[src/rtl/tda_pkg.sv]
`timescale 1ns / 1ps
`default_nettype none
// ----------------------------------------------------------------------------
// tda_pkg
// Types and constants shared by the time-of-day arithmetic pipeline.
// ----------------------------------------------------------------------------
package tda_pkg;

  localparam logic [16:0] DAY_SECONDS    = 17'd86400;
  localparam logic [16:0] HOUR_SECONDS   = 17'd3600;
  localparam logic [16:0] MINUTE_SECONDS = 17'd60;
  localparam logic [4:0]  MAX_HOUR       = 5'd23;
  localparam logic [5:0]  MAX_MINUTE     = 6'd59;

  // floor(2^32 / 675); offset[30:7] times this, high bits, gives offset / 86400 or one less
  localparam logic [22:0] DAY_RECIP      = 23'd6362914;
  // ceil(2^20 / 225); exact hour from seconds[16:4]
  localparam logic [12:0] HOUR_RECIP     = 13'd4661;
  // ceil(2^14 / 15); exact minute from remainder[11:2]
  localparam logic [10:0] MINUTE_RECIP   = 11'd1093;

  typedef struct packed {
    logic        op;
    logic [4:0]  hour_a;
    logic [5:0]  minute_a;
    logic [5:0]  second_a;
    logic [4:0]  hour_b;
    logic [5:0]  minute_b;
    logic [5:0]  second_b;
    logic [30:0] offset_seconds;
  } tda_in_t;

  typedef struct packed {
    logic [4:0]  hour_r;
    logic [5:0]  minute_r;
    logic [5:0]  second_r;
    logic [16:0] duration;
    logic        is_equal;
    logic        is_before;
    logic        is_after;
    logic        a_valid;
  } tda_out_t;

  // results fixed in the first stage and carried along
  typedef struct packed {
    logic [16:0] duration;
    logic        is_equal;
    logic        is_before;
    logic        is_after;
    logic        a_valid;
  } tda_cmp_t;

endpackage
`default_nettype wire

[src/rtl/tda_front.sv]
`timescale 1ns / 1ps
`default_nettype none
// ----------------------------------------------------------------------------
// tda_front
// Stages 1-2: seconds of A and B, compare flags, duration, offset mod 86400.
// ----------------------------------------------------------------------------
module tda_front (
  input  wire logic              clk,
  input  wire logic              rst_n,
  input  wire logic              adv,
  input  wire logic              in_v,
  input  wire tda_pkg::tda_in_t  in_d,
  output logic                   out_v,
  output logic                   out_op,
  output logic [16:0]            out_sa,
  output logic [16:0]            out_nmod,
  output tda_pkg::tda_cmp_t      out_cmp
);

  logic [16:0]       sa, sb;
  logic [17:0]       diff;
  logic [46:0]       prod;
  tda_pkg::tda_cmp_t cmp;

  logic              s1_v_r;
  logic              s1_op_r;
  logic [16:0]       s1_sa_r;
  logic [30:0]       s1_n_r;
  logic [14:0]       s1_q_r;
  tda_pkg::tda_cmp_t s1_cmp_r;

  logic [31:0]       qm;
  logic [17:0]       rem;
  logic [16:0]       nmod_nxt;

  logic              s2_v_r;
  logic              s2_op_r;
  logic [16:0]       s2_sa_r;
  logic [16:0]       s2_nmod_r;
  tda_pkg::tda_cmp_t s2_cmp_r;

  always_comb begin
    sa = 17'(in_d.hour_a) * tda_pkg::HOUR_SECONDS
       + 17'(in_d.minute_a) * tda_pkg::MINUTE_SECONDS
       + 17'(in_d.second_a);
    sb = 17'(in_d.hour_b) * tda_pkg::HOUR_SECONDS
       + 17'(in_d.minute_b) * tda_pkg::MINUTE_SECONDS
       + 17'(in_d.second_b);
    diff = {1'b0, sb} - {1'b0, sa};
    cmp.duration  = (sb >= sa) ? diff[16:0] : (diff[16:0] + tda_pkg::DAY_SECONDS);
    cmp.is_equal  = (in_d.hour_a == in_d.hour_b) && (in_d.minute_a == in_d.minute_b)
                    && (in_d.second_a == in_d.second_b);
    cmp.is_before = (sa < sb);
    cmp.is_after  = (sa > sb);
    cmp.a_valid   = (in_d.hour_a <= tda_pkg::MAX_HOUR)
                    && (in_d.minute_a <= tda_pkg::MAX_MINUTE)
                    && (in_d.second_a <= tda_pkg::MAX_MINUTE);
    prod = 47'(in_d.offset_seconds[30:7]) * 47'(tda_pkg::DAY_RECIP);
  end

  always_ff @(posedge clk) begin
    if (!rst_n) begin
      s1_v_r <= 1'b0;
    end else if (adv) begin
      s1_v_r <= in_v;
    end
  end

  always_ff @(posedge clk) begin
    if (adv) begin
      s1_op_r  <= in_d.op;
      s1_sa_r  <= sa;
      s1_n_r   <= in_d.offset_seconds;
      s1_q_r   <= prod[46:32];
      s1_cmp_r <= cmp;
    end
  end

  // quotient estimate is exact or one low, so one correction step
  always_comb begin
    qm       = 32'(s1_q_r) * 32'(tda_pkg::DAY_SECONDS);
    rem      = 18'(32'(s1_n_r) - qm);
    nmod_nxt = (rem >= 18'(tda_pkg::DAY_SECONDS)) ?
               17'(rem - 18'(tda_pkg::DAY_SECONDS)) : rem[16:0];
  end

  always_ff @(posedge clk) begin
    if (!rst_n) begin
      s2_v_r <= 1'b0;
    end else if (adv) begin
      s2_v_r <= s1_v_r;
    end
  end

  always_ff @(posedge clk) begin
    if (adv) begin
      s2_op_r   <= s1_op_r;
      s2_sa_r   <= s1_sa_r;
      s2_nmod_r <= nmod_nxt;
      s2_cmp_r  <= s1_cmp_r;
    end
  end

  assign out_v    = s2_v_r;
  assign out_op   = s2_op_r;
  assign out_sa   = s2_sa_r;
  assign out_nmod = s2_nmod_r;
  assign out_cmp  = s2_cmp_r;

endmodule
`default_nettype wire

[src/rtl/tda_shift.sv]
`timescale 1ns / 1ps
`default_nettype none
// ----------------------------------------------------------------------------
// tda_shift
// Stage 3: shift A by the reduced offset and wrap into one day.
// ----------------------------------------------------------------------------
module tda_shift (
  input  wire logic              clk,
  input  wire logic              rst_n,
  input  wire logic              adv,
  input  wire logic              in_v,
  input  wire logic              in_op,
  input  wire logic [16:0]       in_sa,
  input  wire logic [16:0]       in_nmod,
  input  wire tda_pkg::tda_cmp_t in_cmp,
  output logic                   out_v,
  output logic [16:0]            out_secs,
  output tda_pkg::tda_cmp_t      out_cmp
);

  logic [17:0]       t;
  logic [16:0]       secs_nxt;

  logic              v_r;
  logic [16:0]       secs_r;
  tda_pkg::tda_cmp_t cmp_r;

  // t stays below three days, even for out-of-range A
  always_comb begin
    if (in_op) begin
      t = {1'b0, in_sa} + 18'(tda_pkg::DAY_SECONDS) - {1'b0, in_nmod};
    end else begin
      t = {1'b0, in_sa} + {1'b0, in_nmod};
    end
    if (t >= 18'(2 * 86400)) begin
      secs_nxt = 17'(t - 18'(2 * 86400));
    end else if (t >= 18'(tda_pkg::DAY_SECONDS)) begin
      secs_nxt = 17'(t - 18'(tda_pkg::DAY_SECONDS));
    end else begin
      secs_nxt = t[16:0];
    end
  end

  always_ff @(posedge clk) begin
    if (!rst_n) begin
      v_r <= 1'b0;
    end else if (adv) begin
      v_r <= in_v;
    end
  end

  always_ff @(posedge clk) begin
    if (adv) begin
      secs_r <= secs_nxt;
      cmp_r  <= in_cmp;
    end
  end

  assign out_v    = v_r;
  assign out_secs = secs_r;
  assign out_cmp  = cmp_r;

endmodule
`default_nettype wire

[src/rtl/tda_split.sv]
`timescale 1ns / 1ps
`default_nettype none
// ----------------------------------------------------------------------------
// tda_split
// Stages 4-6: split seconds of day into hour, minute and leftover seconds.
// ----------------------------------------------------------------------------
module tda_split (
  input  wire logic              clk,
  input  wire logic              rst_n,
  input  wire logic              adv,
  input  wire logic              in_v,
  input  wire logic [16:0]       in_secs,
  input  wire tda_pkg::tda_cmp_t in_cmp,
  output logic                   out_v,
  output logic [4:0]             out_hour,
  output logic [5:0]             out_minute,
  output logic [11:0]            out_rem,
  output tda_pkg::tda_cmp_t      out_cmp
);

  logic [25:0]       hprod;
  logic [16:0]       hsub;
  logic [20:0]       mprod;

  logic              s4_v_r;
  logic [16:0]       s4_secs_r;
  logic [4:0]        s4_hour_r;
  tda_pkg::tda_cmp_t s4_cmp_r;

  logic              s5_v_r;
  logic [4:0]        s5_hour_r;
  logic [11:0]       s5_rem_r;
  tda_pkg::tda_cmp_t s5_cmp_r;

  logic              s6_v_r;
  logic [4:0]        s6_hour_r;
  logic [5:0]        s6_minute_r;
  logic [11:0]       s6_rem_r;
  tda_pkg::tda_cmp_t s6_cmp_r;

  always_comb begin
    hprod = 26'(in_secs[16:4]) * 26'(tda_pkg::HOUR_RECIP);
    hsub  = s4_secs_r - 17'(s4_hour_r) * tda_pkg::HOUR_SECONDS;
    mprod = 21'(s5_rem_r[11:2]) * 21'(tda_pkg::MINUTE_RECIP);
  end

  always_ff @(posedge clk) begin
    if (!rst_n) begin
      s4_v_r <= 1'b0;
      s5_v_r <= 1'b0;
      s6_v_r <= 1'b0;
    end else if (adv) begin
      s4_v_r <= in_v;
      s5_v_r <= s4_v_r;
      s6_v_r <= s5_v_r;
    end
  end

  always_ff @(posedge clk) begin
    if (adv) begin
      s4_secs_r   <= in_secs;
      s4_hour_r   <= hprod[24:20];
      s4_cmp_r    <= in_cmp;
      s5_hour_r   <= s4_hour_r;
      s5_rem_r    <= hsub[11:0];
      s5_cmp_r    <= s4_cmp_r;
      s6_hour_r   <= s5_hour_r;
      s6_minute_r <= mprod[19:14];
      s6_rem_r    <= s5_rem_r;
      s6_cmp_r    <= s5_cmp_r;
    end
  end

  assign out_v      = s6_v_r;
  assign out_hour   = s6_hour_r;
  assign out_minute = s6_minute_r;
  assign out_rem    = s6_rem_r;
  assign out_cmp    = s6_cmp_r;

endmodule
`default_nettype wire

[src/rtl/time_of_day_arithmetic.sv]
`timescale 1ns / 1ps
`default_nettype none
// ----------------------------------------------------------------------------
// time_of_day_arithmetic
// Adds or subtracts a seconds offset to a time of day and compares two times.
// ----------------------------------------------------------------------------
// One transaction in, one transaction out. The block takes a transaction every
// cycle while not stalled and returns its result through the seven register
// stages (seconds conversion with offset reciprocal multiply, offset
// remainder, day wrap, hour, hour remainder, minute, output register). While
// out_stall holds back a waiting result the whole pipeline freezes and
// in_stall is raised. Out-of-range fields of A and B are accepted and go
// through the same arithmetic. No state is kept between transactions.
module time_of_day_arithmetic (
  input  wire logic              clk,
  input  wire logic              rst_n,
  input  wire logic              in_valid,
  output logic                   in_stall,
  input  wire tda_pkg::tda_in_t  in_data,
  output logic                   out_valid,
  input  wire logic              out_stall,
  output tda_pkg::tda_out_t      out_data
);

  logic              adv;

  logic              f_v;
  logic              f_op;
  logic [16:0]       f_sa;
  logic [16:0]       f_nmod;
  tda_pkg::tda_cmp_t f_cmp;

  logic              h_v;
  logic [16:0]       h_secs;
  tda_pkg::tda_cmp_t h_cmp;

  logic              p_v;
  logic [4:0]        p_hour;
  logic [5:0]        p_minute;
  logic [11:0]       p_rem;
  tda_pkg::tda_cmp_t p_cmp;

  logic [11:0]       sec_full;
  tda_pkg::tda_out_t out_nxt;

  logic              out_valid_r;
  tda_pkg::tda_out_t out_data_r;

  assign adv      = !(out_valid_r && out_stall);
  assign in_stall = !adv;

  tda_front u_front (
    .clk      (clk),
    .rst_n    (rst_n),
    .adv      (adv),
    .in_v     (in_valid),
    .in_d     (in_data),
    .out_v    (f_v),
    .out_op   (f_op),
    .out_sa   (f_sa),
    .out_nmod (f_nmod),
    .out_cmp  (f_cmp)
  );

  tda_shift u_shift (
    .clk      (clk),
    .rst_n    (rst_n),
    .adv      (adv),
    .in_v     (f_v),
    .in_op    (f_op),
    .in_sa    (f_sa),
    .in_nmod  (f_nmod),
    .in_cmp   (f_cmp),
    .out_v    (h_v),
    .out_secs (h_secs),
    .out_cmp  (h_cmp)
  );

  tda_split u_split (
    .clk        (clk),
    .rst_n      (rst_n),
    .adv        (adv),
    .in_v       (h_v),
    .in_secs    (h_secs),
    .in_cmp     (h_cmp),
    .out_v      (p_v),
    .out_hour   (p_hour),
    .out_minute (p_minute),
    .out_rem    (p_rem),
    .out_cmp    (p_cmp)
  );

  always_comb begin
    sec_full           = p_rem - 12'(p_minute) * 12'(tda_pkg::MINUTE_SECONDS);
    out_nxt.hour_r     = p_hour;
    out_nxt.minute_r   = p_minute;
    out_nxt.second_r   = sec_full[5:0];
    out_nxt.duration   = p_cmp.duration;
    out_nxt.is_equal   = p_cmp.is_equal;
    out_nxt.is_before  = p_cmp.is_before;
    out_nxt.is_after   = p_cmp.is_after;
    out_nxt.a_valid    = p_cmp.a_valid;
  end

  always_ff @(posedge clk) begin
    if (!rst_n) begin
      out_valid_r <= 1'b0;
    end else if (adv) begin
      out_valid_r <= p_v;
    end
  end

  always_ff @(posedge clk) begin
    if (adv) begin
      out_data_r <= out_nxt;
    end
  end

  assign out_valid = out_valid_r;
  assign out_data  = out_data_r;

endmodule
`default_nettype wire

[config.mk]
export PLATFORM = sky130hd
export DESIGN_NAME = time_of_day_arithmetic
export DESIGN_NICKNAME = d
export VERILOG_FILES = /design/src/rtl/tda_pkg.sv /design/src/rtl/tda_front.sv /design/src/rtl/tda_shift.sv /design/src/rtl/tda_split.sv /design/src/rtl/time_of_day_arithmetic.sv
export SDC_FILE = /design/constraint.sdc
export NUM_CORES = 1
export LEC_CHECK = 0
export BUFFER_PORTS_ARGS = -buffer_cell sky130_fd_sc_hd__buf_2
export CAP_MARGIN = 15
export CORE_MARGIN = 10
export CORE_UTILIZATION = 40
export DETAILED_ROUTE_END_ITERATION = 10
export PLACE_DENSITY_LB_ADDON = 0.05
export SLEW_MARGIN = 20
export SYNTH_ARGS = -nofsm -noshare
export SYNTH_HDL_FRONTEND = slang
export SYNTH_SLANG_ARGS = --single-unit
[constraint.sdc]
create_clock -name clk -period 12.2 [get_ports clk]
set_input_delay 1.83 -clock clk [delete_from_list [all_inputs] [get_ports clk]]
set_output_delay 1.83 -clock clk [all_outputs]
set_load 0.05 [all_outputs]
==> impl_results.md <==
- Setup TNS: 0 ns
- TritonRoute pass-1 iters: 7
- Status: finished clean
- Fill count: 6,719
- Syn nets: between 3,000 and 4,000
- Clk sinks: 321
- Ranking of synthesized cells by area: edfxtp_1, ha_1, fa_1
- Total Wirelength: around 56 mm
- I/O pin count: 110
- Syn Inst Count: 2,481
- Crit-path max cell delay: roughly 0.58 ns
- F_max: 127 MHz
- Final ANT Viol Nets: 0
- Rows: 98
- Clock Latency Late Sink: about 0.55 ns
- Die Span Y: 289 µm
- Yosys top cell by area: edfxtp_1
- Synth cell count leaders: ha_1, inv_1, edfxtp_1
- Met1 GRT Util: 0.181
- Core area: between 70,000 and 80,000 µm²
- R2R Setup Slk: 6.44 ns
- Die area: 83,300 µm²
- Cts repair resizes: 0
- Global-route usage over all layers: 0.139
- Slew Viols, Final: 0
- Clock Pin Slew Worst Setup and Hold Paths: 0.06 ns
- Post-route DRC violation count: 0
- Cts-stage hold buffer count: 0
- Buffers on Ports: approximately 110
- Met2 usage in global routing: 0.242
- Period utilisation layout: 0.645
- Final setup viols: 0
- Fin Hold WS: 0.412 ns
- Initial core utilization: 0.404
- Vias in the first global route: 18,538
- Synth Register Bits: 321
- Largest net degree at the start of global routing: 108
- Root buf cell: clkbuf_16
- ANT cells: 0
- Kind of critical path: in2reg
- Yosys warns: 0
- Max_cap viols: 0
- # nets final: 3,494
- Worst path arrival time: 8.15 ns
- CTS tree: yes
- Type of origin of the critical path: input port
- Top cell type's share of synthesized area: 0.327
- Syn Std Cell Area: 28,800 µm²
- Level count of the clock H-tree: 2
- Average wire per standard cell: between 15 and 20 µm
- Worst-Margin Slew: around 0.95 ns
- Num CTS Buffers: 35
- Clock Skew: between 0.015 and 0.02 ns
- Sequential area share after synthesis: 0.332
- Vias/cell: 4.84
- Vias: 17,421
- Final hold vios: 0
- Starting DRC count in detailed routing: 621
- Final Critical Period: 7.87 ns
- HPWL after detailed placement: 46.2 mm
- Crit path max fanout: 5
- Syn_area_per_cell: 11.6 µm²
- Total global routing overflow: 0
- Area growth syn-to-layout: 10.2%
- Slew HR: 0.356
- FFs w/ async S/R, synth: 0
- Top-count cell post-synth: ha_1
- Postcts setup bufs: 0
- Critical path's slowest cell: fa_1
- HP Class: reg2reg
- Cell variety after synth: 87
- Die width: 289 µm
- Worst endpoint required time: 12.48 ns
- RSZ-0062 raised after global routing: false
- Share of post-route cells with drive strength above 1: 0.0752
- Post-synth EDFFs: roughly 310
- Top Usage Layer GRT: met2
- CP Capture Type: flip-flop
- Ys flop type: edfxtp_1
- Initial antenna violation count: 1
- M3 GR Usage: 0.0179
- First-pass GRT wire length: 94.2 mm
- GP Congestion: just over 0.8
- Maximum clock path buffer count: 3
layout make-up:
type	instances	area [µm²]	area share
multi-input combinational	1638	17300	0.545
sequential	321	9570	0.301
inverter	511	1920	0.0603
tap	950	1190	0.0374
clock buffer	39	891	0.0280
timing repair buffer	114	603	0.0190
clock inverter	24	288	0.00905
cell usage in the layout, fill, tap and decap left out, types with 48 or more instances in the layout:
cell type	count
o21ai_0	48
xnor2_1	134
nand2_1	58
buf_2	109
inv_1	509
fa_1	211
a21oi_1	106
ha_1	592
nor2_1	62
edfxtp_1	314
final timing paths:
check,from,endpoint,cells past startpoint
setup reg to reg,u_front.out_nmod[0],u_shift.out_secs[12],20
setup / recovery,in_data[54],u_front.s1_cmp_r[20],29
hold / removal,u_split.s4_cmp_r[20],u_split.s5_cmp_r[20],0
hold reg to reg,u_split.s4_cmp_r[20],u_split.s5_cmp_r[20],0
registers in the layout, summed over array words and instances (netlist names), 6 cells and up:
signal and flops:
u_shift.out_cmp 21, u_split.out_cmp 21, u_split.s5_cmp_r 21, u_split.out_minute 6, u_front.out_cmp 21, u_split.s4_cmp_r 21
u_front.s1_sa_r 17, out_data 38, u_front.s1_q_r 11, u_front.out_sa 17, u_split.out_rem 6, u_front.s1_n_r 18
u_split.s4_secs_r 12, u_front.out_nmod 17, u_split.s5_rem_r 12, u_shift.out_secs 17, u_front.s1_cmp_r 21
kinds of logic (layout without fill, tap and decap cells):
logic type,after synthesis,count (layout),synth area share
AO/OA/AOI/OAI,358,358,0.0857
XOR/XNOR,173,173,0.0528
adder cells (fa/ha/maj),803,803,0.403
buffers and inverters,522,688,0.0681
flip-flops,321,321,0.332
multiplexers,17,17,0.00603
AND/OR/NAND/NOR,287,287,0.0526
worst max-delay path, delay by kind of cell:
| kind | cells | cell delay, ns |
|---|---|---|
| adders and majority gates | 6 | 2.69 |
| xor gates and xnor gates | 2 | 0.22 |
| buffers and inverters | 6 | 0.52 |
| AOI/OAI and AO/OA | 12 | 2.14 |
| and+or+nand+nor | 3 | 0.75 |
stage by stage:
step / instances / instance area (µm²) / util / setup WS [ns]
4_1_cts: 3596 / 31800 / 0.444 / 4.32
3_3_place_gp: 3533 / 30600 / 0.428 / 3.88
6_report: 3597 / 31800 / 0.445 / 4.33
3_5_place_dp: 3533 / 30600 / 0.428 / 3.76
2_1_floorplan: 2481 / 28900 / - / 2.46
5_1_grt: 3597 / 31800 / 0.445 / 3.93
routing by layer:
layer  part of all wire  up-vias
met5                  0        -
met2               0.49      171
met3              0.027       67
li1                   -     8797
met1               0.47     8386
met4              0.017        0
Power is left out: the tool's default activity adds up to more than one toggle a clock period on the data nets, which glitch-free logic cannot reach.
